$ cat src/hdl/lif_pkg.sv
`timescale 1ns / 1ps

package lif_pkg;

    // Field widths.
    localparam int CH_W    = 6;
    localparam int Q_W     = 24;
    localparam int COEF_W  = 17;
    localparam int TIME_W  = 32;
    localparam int CFG_IDX_W = 3;

    // A coefficient is widened by one zero bit so it multiplies as a signed value.
    localparam int PROD_W  = Q_W + COEF_W + 1;
    localparam int FRAC_W  = 16;
    localparam int TRUNC_W = PROD_W - FRAC_W;
    localparam int SUM_W   = TRUNC_W + 1;

    // Number of channels the channel field can address.
    localparam int CH_SPAN = 2 ** CH_W;

    // Configuration register indexes.
    localparam logic [CFG_IDX_W-1:0] REG_LEAK_FACTOR    = 3'd0;
    localparam logic [CFG_IDX_W-1:0] REG_INPUT_GAIN     = 3'd1;
    localparam logic [CFG_IDX_W-1:0] REG_FIRE_THRESHOLD = 3'd2;
    localparam logic [CFG_IDX_W-1:0] REG_SPIKE_LEVEL    = 3'd3;
    localparam logic [CFG_IDX_W-1:0] REG_RESET_LEVEL    = 3'd4;

    typedef logic signed [Q_W-1:0] q_t;
    typedef logic [COEF_W-1:0]     coef_t;

    typedef struct packed {
        coef_t leak_factor;
        coef_t input_gain;
        q_t    fire_threshold;
        q_t    spike_level;
        q_t    reset_level;
    } lif_cfg_t;

    localparam lif_cfg_t CFG_RESET = '{
        leak_factor:    17'd65387,
        input_gain:     17'd149,
        fire_threshold: 24'sd5120,
        spike_level:    24'sd8960,
        reset_level:    -24'sd7680
    };

    localparam q_t Q_MAX = 24'sh7FFFFF;
    localparam q_t Q_MIN = 24'sh800000;

endpackage

$ cat src/hdl/lif_ram.sv
`timescale 1ns / 1ps

// Simple dual-port RAM: one write port, one read port with registered data.
module lif_ram #(
    parameter int WIDTH = 24,
    parameter int DEPTH = 64,
    localparam int AW = (DEPTH > 1) ? $clog2(DEPTH) : 1
) (
    input  logic             clk,
    input  logic             we,
    input  logic [AW-1:0]    waddr,
    input  logic [WIDTH-1:0] wdata,
    input  logic             re,
    input  logic [AW-1:0]    raddr,
    output logic [WIDTH-1:0] rdata
);

    logic [WIDTH-1:0] mem [0:DEPTH-1];

    always_ff @(posedge clk)
    begin
        if (we)
        begin
            mem[waddr] <= wdata;
        end
        if (re)
        begin
            rdata <= mem[raddr];
        end
    end

endmodule

$ cat src/hdl/lif_neuron_bank.sv
`timescale 1ns / 1ps

// Bank of leaky integrate-and-fire neurons, one membrane potential per channel.
// Each input transfer carries one synaptic current sample for one channel; the
// samples come time-major with the channels interleaved, and tlast marks the
// last channel of a time step, which advances the time index after that
// sample. For every input transfer the block emits exactly one output transfer
// with the channel, the time index, the new Q15.8 potential and the spike flag.
// The potentials live in a synchronous RAM and are updated by a
// read-modify-write pipeline: the RAM read is issued when a sample is
// accepted, the next stage resolves the stored value and does the two
// multiplications, and the last stage adds, saturates, compares against the
// threshold, writes the potential back and loads the output register. A
// result passes through the stage 1, stage 2 and output registers. The
// block accepts one sample per cycle while the output is not stalled and
// two consecutive samples name different channels; when a sample names the
// same channel as the sample directly before it, it is held back until the
// previous update of that channel reaches the write-back stage, from which it is
// forwarded. Channels at or above NUM_CHANNELS produce a normal result from a
// zero potential and are never stored. After reset all potentials read as
// zero through per-entry valid bits, so no clearing pass is needed. The
// configuration registers are written through the cfg port (always ready) and
// may only change while no samples are in flight.
module lif_neuron_bank
    import lif_pkg::*;
#(
    parameter int NUM_CHANNELS = 64
) (
    input  logic                 clk,
    input  logic                 rst_n,

    // Input stream.
    input  logic                 s_tvalid,
    output logic                 s_tready,
    // s_tdata: [5:0] channel, [29:6] current_sample, [31:30] zero.
    input  logic [31:0]          s_tdata,
    // s_tlast: last_channel.
    input  logic                 s_tlast,

    // Output stream.
    output logic                 m_tvalid,
    input  logic                 m_tready,
    // m_tdata: [5:0] out_channel, [37:6] time_index, [61:38] potential,
    // [63:62] zero.
    output logic [63:0]          m_tdata,
    // m_tuser: [0] spike.
    output logic [0:0]           m_tuser,

    // Configuration write channel.
    input  logic                 cfg_valid,
    output logic                 cfg_ready,
    input  logic [CFG_IDX_W-1:0] cfg_index,
    input  logic [Q_W-1:0]       cfg_data
);

    // Only channels that the channel field can reach need storage.
    localparam int MEM_DEPTH = (NUM_CHANNELS < CH_SPAN) ? NUM_CHANNELS : CH_SPAN;
    localparam int AW = (MEM_DEPTH > 1) ? $clog2(MEM_DEPTH) : 1;

    // Configuration registers.
    lif_cfg_t cfg_reg;

    // Time step counter.
    logic [TIME_W-1:0] time_reg;

    // One valid bit per stored potential; a clear bit reads as zero.
    logic [MEM_DEPTH-1:0] vld_reg;

    // Input fields.
    logic [CH_W-1:0] in_ch;
    q_t              in_cur;
    logic            in_range;
    logic [AW-1:0]   in_addr;

    // Pipeline control.
    logic pipe_en;
    logic hazard;
    logic accept;

    // Stage 1: RAM data arrives.
    logic              s1_valid_reg;
    logic [CH_W-1:0]   s1_ch_reg;
    logic              s1_range_reg;
    q_t                s1_cur_reg;
    logic [TIME_W-1:0] s1_time_reg;
    logic              s1_stored_reg;
    logic              s1_byp_hit_reg;
    q_t                s1_byp_val_reg;
    q_t                ram_rdata;
    q_t                s1_old;
    logic signed [PROD_W-1:0] s1_mul_a;
    logic signed [PROD_W-1:0] s1_mul_b;

    // Stage 2: truncated products.
    logic              s2_valid_reg;
    logic [CH_W-1:0]   s2_ch_reg;
    logic              s2_range_reg;
    logic [TIME_W-1:0] s2_time_reg;
    logic              s2_is_spk_reg;
    logic signed [TRUNC_W-1:0] s2_prod_a_reg;
    logic signed [TRUNC_W-1:0] s2_prod_b_reg;
    logic signed [SUM_W-1:0]   s2_sum;
    q_t                s2_sat;
    logic              s2_fired;
    q_t                s2_new;
    logic              wr_en;
    logic [AW-1:0]     wr_addr;

    // Output register.
    logic              out_valid_reg;
    logic [CH_W-1:0]   out_ch_reg;
    logic [TIME_W-1:0] out_time_reg;
    q_t                out_pot_reg;
    logic              out_spike_reg;

    assign in_ch    = s_tdata[CH_W-1:0];
    assign in_cur   = s_tdata[CH_W +: Q_W];
    assign in_range = 32'(in_ch) < NUM_CHANNELS;
    assign in_addr  = in_ch[AW-1:0];

    // The whole pipeline moves whenever the output register can take a result.
    assign pipe_en  = !out_valid_reg || m_tready;

    // The item in stage 1 has no result yet, so the same channel must wait until it moves on.
    assign hazard   = s1_valid_reg && (s1_ch_reg == in_ch);
    assign s_tready = pipe_en && !hazard;
    assign accept   = s_tvalid && s_tready;

    assign cfg_ready = 1'b1;

    always_ff @(posedge clk or negedge rst_n)
    begin
        if (!rst_n)
        begin
            cfg_reg <= CFG_RESET;
        end
        else if (cfg_valid)
        begin
            case (cfg_index)
                REG_LEAK_FACTOR:    cfg_reg.leak_factor    <= cfg_data[COEF_W-1:0];
                REG_INPUT_GAIN:     cfg_reg.input_gain     <= cfg_data[COEF_W-1:0];
                REG_FIRE_THRESHOLD: cfg_reg.fire_threshold <= cfg_data;
                REG_SPIKE_LEVEL:    cfg_reg.spike_level    <= cfg_data;
                REG_RESET_LEVEL:    cfg_reg.reset_level    <= cfg_data;
                default:            cfg_reg <= cfg_reg;
            endcase
        end
    end

    always_ff @(posedge clk or negedge rst_n)
    begin
        if (!rst_n)
        begin
            time_reg <= TIME_W'(1);
        end
        else if (accept && s_tlast)
        begin
            time_reg <= time_reg + TIME_W'(1);
        end
    end

    // Potential memory: read at accept, written from the last stage.
    lif_ram #(
        .WIDTH (Q_W),
        .DEPTH (MEM_DEPTH)
    ) u_pot_ram (
        .clk   (clk),
        .we    (wr_en),
        .waddr (wr_addr),
        .wdata (s2_new),
        .re    (pipe_en),
        .raddr (in_addr),
        .rdata (ram_rdata)
    );

    always_ff @(posedge clk or negedge rst_n)
    begin
        if (!rst_n)
        begin
            vld_reg <= '0;
        end
        else if (wr_en)
        begin
            vld_reg[wr_addr] <= 1'b1;
        end
    end

    // Stage 1 registers. A write to the same channel in this cycle is captured
    // here, since the RAM returns the value from before the write.
    always_ff @(posedge clk or negedge rst_n)
    begin
        if (!rst_n)
        begin
            s1_valid_reg <= 1'b0;
            s1_ch_reg    <= '0;
        end
        else if (pipe_en)
        begin
            s1_valid_reg <= accept;
            s1_ch_reg    <= in_ch;
        end
    end

    always_ff @(posedge clk)
    begin
        if (pipe_en)
        begin
            s1_range_reg   <= in_range;
            s1_cur_reg     <= in_cur;
            s1_time_reg    <= time_reg;
            s1_stored_reg  <= vld_reg[in_addr];
            s1_byp_hit_reg <= wr_en && (s2_ch_reg == in_ch);
            s1_byp_val_reg <= s2_new;
        end
    end

    always_comb
    begin
        if (!s1_range_reg)
        begin
            s1_old = '0;
        end
        else if (s1_byp_hit_reg)
        begin
            s1_old = s1_byp_val_reg;
        end
        else if (s1_stored_reg)
        begin
            s1_old = ram_rdata;
        end
        else
        begin
            s1_old = '0;
        end
    end

    assign s1_mul_a = s1_old * $signed({1'b0, cfg_reg.leak_factor});
    assign s1_mul_b = s1_cur_reg * $signed({1'b0, cfg_reg.input_gain});

    // Stage 2 registers: products with their fraction bits dropped (floor).
    always_ff @(posedge clk or negedge rst_n)
    begin
        if (!rst_n)
        begin
            s2_valid_reg <= 1'b0;
            s2_ch_reg    <= '0;
            s2_range_reg <= 1'b0;
        end
        else if (pipe_en)
        begin
            s2_valid_reg <= s1_valid_reg;
            s2_ch_reg    <= s1_ch_reg;
            s2_range_reg <= s1_range_reg;
        end
    end

    always_ff @(posedge clk)
    begin
        if (pipe_en)
        begin
            s2_time_reg   <= s1_time_reg;
            s2_is_spk_reg <= (s1_old == cfg_reg.spike_level);
            s2_prod_a_reg <= s1_mul_a[PROD_W-1:FRAC_W];
            s2_prod_b_reg <= s1_mul_b[PROD_W-1:FRAC_W];
        end
    end

    assign s2_sum = {s2_prod_a_reg[TRUNC_W-1], s2_prod_a_reg}
                  + {s2_prod_b_reg[TRUNC_W-1], s2_prod_b_reg};

    always_comb
    begin
        if (s2_sum[SUM_W-1:Q_W-1] == '0 || s2_sum[SUM_W-1:Q_W-1] == '1)
        begin
            s2_sat = s2_sum[Q_W-1:0];
        end
        else if (s2_sum[SUM_W-1])
        begin
            s2_sat = Q_MIN;
        end
        else
        begin
            s2_sat = Q_MAX;
        end
    end

    // A neuron sitting at the spike level is reset and never fires on that step.
    assign s2_fired = !s2_is_spk_reg && (s2_sat > cfg_reg.fire_threshold);

    always_comb
    begin
        if (s2_is_spk_reg)
        begin
            s2_new = cfg_reg.reset_level;
        end
        else if (s2_fired)
        begin
            s2_new = cfg_reg.spike_level;
        end
        else
        begin
            s2_new = s2_sat;
        end
    end

    assign wr_en   = pipe_en && s2_valid_reg && s2_range_reg;
    assign wr_addr = s2_ch_reg[AW-1:0];

    // Output register.
    always_ff @(posedge clk or negedge rst_n)
    begin
        if (!rst_n)
        begin
            out_valid_reg <= 1'b0;
        end
        else if (pipe_en)
        begin
            out_valid_reg <= s2_valid_reg;
        end
    end

    always_ff @(posedge clk)
    begin
        if (pipe_en)
        begin
            out_ch_reg    <= s2_ch_reg;
            out_time_reg  <= s2_time_reg;
            out_pot_reg   <= s2_new;
            out_spike_reg <= s2_fired;
        end
    end

    assign m_tvalid = out_valid_reg;
    assign m_tdata  = {2'b00, out_pot_reg, out_time_reg, out_ch_reg};
    assign m_tuser  = out_spike_reg;

endmodule
$ cat config.mk
export PLATFORM = sky130hd
export DESIGN_NAME = lif_neuron_bank
export DESIGN_NICKNAME = d
export VERILOG_FILES = /design/src/hdl/lif_pkg.sv /design/src/hdl/lif_ram.sv /design/src/hdl/lif_neuron_bank.sv
export SDC_FILE = /design/constraint.sdc
export NUM_CORES = 2
export LEC_CHECK = 0
export BUFFER_PORTS_ARGS = -buffer_cell sky130_fd_sc_hd__clkbuf_2
export CORE_ASPECT_RATIO = 0.8
export CORE_MARGIN = 1
export CORE_UTILIZATION = 55
export CTS_CLUSTER_SIZE = 40
export DETAILED_ROUTE_END_ITERATION = 8
export PLACE_DENSITY = 0.74
export RECOVER_POWER = 100
export SLEW_MARGIN = 40
export SYNTH_ARGS = -nofsm -noshare
export SYNTH_HDL_FRONTEND = slang
export SYNTH_SLANG_ARGS = --single-unit
$ cat constraint.sdc
create_clock -name clk -period 8.2 [get_ports clk]
set_clock_uncertainty 0.1 [all_clocks]
set_input_delay 1.23 -clock clk [delete_from_list [all_inputs] [get_ports clk]]
set_output_delay 1.23 -clock clk [all_outputs]
set_load 0.01 [all_outputs]
# == Word level (Yosys, flattened, before mapping) ==
# Memories as Yosys holds them, arrays and structs flattened. A register that Yosys moved wholly into a read port is not among the register bits.
# Cells that the tools add are included.
# word_totals
ramBits,1536
reg_bits,424
word_cells,76
memories,1
latch_bits,0
in_bits,65
romBits,0
# classes
bitwise,1
n_eq_ne,8
magnitude_cmp,4
shift,0
div_mod_pow,0
addsub,2
muxes,12
n_reduce_logical,21
multipliers,2
# memory_table
name,words,word_bits,read_ports,rd_ports_with_merged_regs,write_ports,line,text
u_pot_ram.mem,64,24,1,1,1,lif_ram.sv:18,logic [WIDTH-1:0] mem [0:DEPTH-1];
# op_table
operator,n
$mux 24,6
$mul 24x18->42,2
$or 64x64->64,1
$add 32x1->32 const B,1
$add 26x26->27,1
$eq 24x24->1,1
$gt 24x24->1,1
$lt 6x7->1 const B,2
$eq 6x6->1,2
$reduce_and 2->1,5
$logic_and 1x1->1,9
$bmux 1 s6,1
$demux 1 s6,1
$eq 3x2->1 const B,2
$ge 6x1->1 const B,1
$eq 4x4->1 const B,1
$logic_not 4->1,1
$mux 1,4
$eq 3x1->1 const B,1
$eq 3x3->1 const B,1
$logic_not 1->1,3
$logic_not 3->1,1
$logic_or 1x1->1,2

# == Depth between registers and ports, before layout ==
# logic_depth
depth_word,8
depth_mapped,30
ltp_nobuf,26

# == Hierarchy ==
# Synthesis repeated with hierarchy kept, for this count alone.
# unflattened
cells_unflattened,7152
hier_area_um2,106283.2
# modules_own_cells
mod,area_each_um2,cells_each,instances,seq_area_each_um2
lif_ram,59535.8,2610,1,46844.9
lif_neuron_bank,46747.3,4542,1,11685.0

# == Worst setup path before layout ==
# OpenSTA, ideal clock, no wires.
# synth_timing
kind,in2reg
from,input port m_tready
to,"register out_spike_reg (netlist: m_tuser), enable pin"
setup_time_ps,684
n_path_buf,2
arrival_time_ps,7988
stages,4
setup_slack_ps,-571
t_required_ps,7416
path_cell_list,nor2b_1 clkbuf_1 inv_1 clkbuf_1
# synth_between
elab_chain_len,1
# synth_lines
item,line,text
start: declaration,lif_neuron_bank.sv:42,"input logic m_tready,"
$logic_or 1x1->1,lif_neuron_bank.sv:122,assign pipe_en = !out_valid_reg || m_tready;
via pipe_en,lif_neuron_bank.sv:76,logic pipe_en;
end signal: assignment,lif_neuron_bank.sv:329,out_spike_reg <= s2_fired;
end: declaration,lif_neuron_bank.sv:114,logic out_spike_reg;
# The timed path passes the listed nets, and every way through them passes these cells.
# A chain may end at the register's enable or synchronous reset.

# == Worst setup path in the final report ==
# layout_timing
from,register s2_prod_a_reg[0]
to,memory u_pot_ram.mem[45][7] (data pin)
# layout_between
elab_chain_len,8
word_cells_on_any_way,10
# layout_lines
item,line,text
start: declaration,lif_neuron_bank.sv:100,logic signed [TRUNC_W-1:0] s2_prod_a_reg;
start signal: assignment,lif_neuron_bank.sv:263,s2_prod_a_reg <= s1_mul_a[PROD_W-1:FRAC_W];
$add 26x26->27 (*),lif_neuron_bank.sv:269,"+ {s2_prod_b_reg[TRUNC_W-1], s2_prod_b_reg};"
$eq 4x4->1 / $logic_not 4->1 (equally long branches),lif_neuron_bank.sv:273,if (s2_sum[SUM_W-1:Q_W-1] == '0 || s2_sum[SUM_W-1:Q_W-1] == '1)
$logic_or 1x1->1,lif_neuron_bank.sv:273,
$mux 24 (*),lif_neuron_bank.sv:273,
$gt 24x24->1 (*),lif_neuron_bank.sv:288,assign s2_fired = !s2_is_spk_reg && (s2_sat > cfg_reg.fire_threshold);
$logic_and 1x1->1 (*),lif_neuron_bank.sv:288,
via s2_fired,lif_neuron_bank.sv:104,logic s2_fired;
$mux 24 (*),lif_neuron_bank.sv:296,else if (s2_fired)
$mux 24 (*),lif_neuron_bank.sv:292,if (s2_is_spk_reg)
via s2_new[7],lif_neuron_bank.sv:105,q_t s2_new;
end: declaration,lif_ram.sv:18,
# Mark *: on every way through the listed nets, which the timed path passes. The rest lies on a longest branch.

==> impl_metrics.py <==
metrics = {
    "status": {
        "status": "finished with violations",
        "violations": "capacitance limit, slew limit",
    },
    "floorplanning": {
        "pin_count": 133,
        "row_count": 143,
        "core_area_um2": 190200,
        "fp.dieArea_um2": 193700,
        "initial_utilization": 0.5549,
        "die_w_um": 491.8,
        "die_h_um": 393.8,
    },
    "sta": {
        "min_period_ns": 7.894,
        "drv_slew": 1255,
        "hold_viol_final": 0,
        "min_period_over_period": 0.9626,
        "rsz0062_at_grt": "false",
        "max_slew_margin": -2.230,
        "tightest_slew_ns": 4.844,
        "finalSetupViolCount": 0,
        "max_freq_mhz": 126.7,
        "fin_setup_tns_ns": 0,
    },
    "final_layout": {
        "final_util": 0.6096,
        "largest_reg_flops": 1536,
        "drive_gt1_frac": 0.1645,
        "syn2layout_area_growth_pct": 9.857,
        "nNetsFinal": 8156,
        "fin_area_um2": 115900,
        "layout_common_cells": "1766 x edfxtp_1, 999 x inv_1, 798 x fa_1",
        "final_common_cell": "edfxtp_1",
    },
    "setup_path": {
        "path_cells": "ha_1 > fa_1 > a211oi_1 > o211ai_1 > a21oi_1 > o21ai_0 > xor2_1 > a221o_1 > clkbuf_1 > o21ai_0 > nand2_1 > ha_1 > nand4_1 > nor3_1 > o21ai_0 > a41oi_1 > nor3_1 > mux2_2 > inv_1 > a211oi_1 > buf_4 > buf_4 > a21oi_2 > clkbuf_4",
        "path_buf_inv": 5,
        "cp_slowest_cell": "clkbuf_4",
        "cp-start-kind": "register",
        "worstPathArrival_ns": 8.41,
        "worstPathMaxFanout": 35,
        "required_ns": 8.71,
        "crit_type": "reg -> reg",
        "max_stage_delay_ns": 0.55,
        "crit_top_cell": "o21ai_0",
        "path_delay_family": "compound AO/OA/AOI/OAI gates",
        "end_kind": "register",
    },
    "detailed_routing": {
        "routed_wl_um": 276600,
        "drc_errors": 0,
        "vias": 59650,
        "via_per_inst": 6.125,
        "routedWlPerCell_um": 28.40,
        "drtIter0Drc": 6952,
        "ant_nets": 0,
        "first_pass_iters": 6,
    },
    "place": {
        "place_congestion": 0.9082,
        "dp.final_hpwl_um": 178600,
        "io_buffers": 127,
        "place_area_um2": 111900,
    },
    "clock_tree": {
        "ctsHoldBuffers": 0,
        "h-tree-depth": 4,
        "cts_tree": "done",
        "clk_latency_ns": 0.87,
        "clock_path_buffers": 3,
        "clk_pin_slew_worst_paths_ns": 0.06,
        "clkSinkCount": 1984,
        "cts_made_buffers": 186,
        "root_buffer": "clkbuf_16",
    },
    "logic_synthesis": {
        "synth_warnings": 0,
        "synth_cell_types": 74,
        "avgSynthCellArea_um2": 15.48,
        "yosysSeqAreaShare": 0.5546,
        "synth_seq_cells": 1984,
        "synth-main-ff-cell": "edfxtp_1",
        "mappedNetlistArea_um2": 105500,
        "syn_inst": 6816,
        "async_flop_share": 0.1099,
        "synth_edf_count": 1766,
    },
    "grt": {
        "grt_max_degree": 122,
        "antenna_found_initial": 9,
        "grt_pass1_vias": 61960,
        "grt_pass1_wl_um": 409900,
        "overflow": 0,
        "grt.total_usage": 0.2921,
    },
    "run": {
        "cap_viol_max_count": 43,
    },
    "min_path": {
        "hp-class": "reg -> reg",
    },
}
[repair_timing]
| item | CTS | global route |
|---|---|---|
| hold endpoints to repair | 0 | 0 |
| endpoints found under the setup margin | 0 | 2 |
| resized for setup | 0 | 1 |
| buffers inserted | 0 | 0 |
[stage by stage]
stage                     instances  setup slack (ns)  hold WS (ns)
final                          9739            0.3064        0.3154
after global routing           9738           0.02336        0.3152
after CTS                      9732            0.2151        0.2761
after detailed placement       9389            0.3218        0.3045
after global placement         9303            0.4397        0.3011
after floorplan                6817            0.4762        0.3003
[final timing paths]
| path | start | to | slack, ns | depth (start not counted) |
|---|---|---|---|---|
| max | s2_prod_a_reg[0] | u_pot_ram.mem[45][7] | 0.31 | 24 |
| min in group asynchronous | rst_n | time_reg[22] | 2.05 | 1 |
| min reg2reg | s2_time_reg[22] | out_time_reg[22] | 0.32 | 0 |
| min | s2_time_reg[22] | out_time_reg[22] | 0.32 | 0 |
| max reg2reg | s2_prod_a_reg[0] | u_pot_ram.mem[45][7] | 0.31 | 24 |
| max in group asynchronous | rst_n | cfg_reg[105] | 1.83 | 2 |
[cell type report]
class	instances	area (µm²)
Fill cell	13530	74250
Timing Repair Buffer	337	1924
Tap cell	2537	3174
Inverter	1001	3770
Sequential cell	1984	58540
Clock inverter	98	1255
Clock buffer	245	4957
Multi-Input combinational cell	3533	42310
Antenna cell	4	10.01
[metal layers]
layer	GRT usage	part of all wire	wire [µm]
met4	0.1097	0.043	11850
met5	0	0.000047	13
met3	0.06177	0.10	28660
met1	0.4007	0.38	104200
met2	0.4640	0.48	131900
[worst reg2reg max path, cell delays in order, from the launching register on]
cell	delay, ns
edfxtp_1	0.37
ha_1	0.25
fa_1	0.44
a211oi_1	0.41
o211ai_1	0.25
a21oi_1	0.47
o21ai_0	0.21
xor2_1	0.19
a221o_1	0.36
clkbuf_1	0.36
o21ai_0	0.47
nand2_1	0.13
ha_1	0.33
nand4_1	0.15
nor3_1	0.46
o21ai_0	0.26
a41oi_1	0.30
nor3_1	0.07
mux2_2	0.29
inv_1	0.18
a211oi_1	0.11
buf_4	0.22
buf_4	0.18
a21oi_2	0.51
clkbuf_4	0.56
[synthesized netlist by cell type, types with 37 or more instances]
master,count,share of area
edfxtp_1,1766,0.50
inv_1,1001,0.036
fa_1,799,0.15
nand2_1,631,0.022
mux4_2,525,0.11
and2_1,346,0.021
ha_1,249,0.030
clkbuf_1,241,0.0086
dfrtp_1,183,0.043
nor2_1,130,0.0046
a21oi_1,111,0.0053
xnor2_1,99,0.0082
mux2_2,80,0.0085
o21ai_0,74,0.0035
or2_2,66,0.0039
xor2_1,52,0.0043
buf_1,42,0.0015
a21o_1,37,0.0026
[logic make-up after synthesis]
kind of cell               share of synthesized area
xor gates and xnor gates                     0.01253
DFF                                           0.5546
adders and majority gates                     0.1811
AOI/OAI and AO/OA                            0.02254
buffers and inverters                        0.04661
and+or+nand+nor                              0.06204
other                                     0.00007116
muxes                                         0.1206
Power is left out: the tool's default activity adds up to more than one toggle a clock period on the data nets, which glitch-free logic cannot reach.
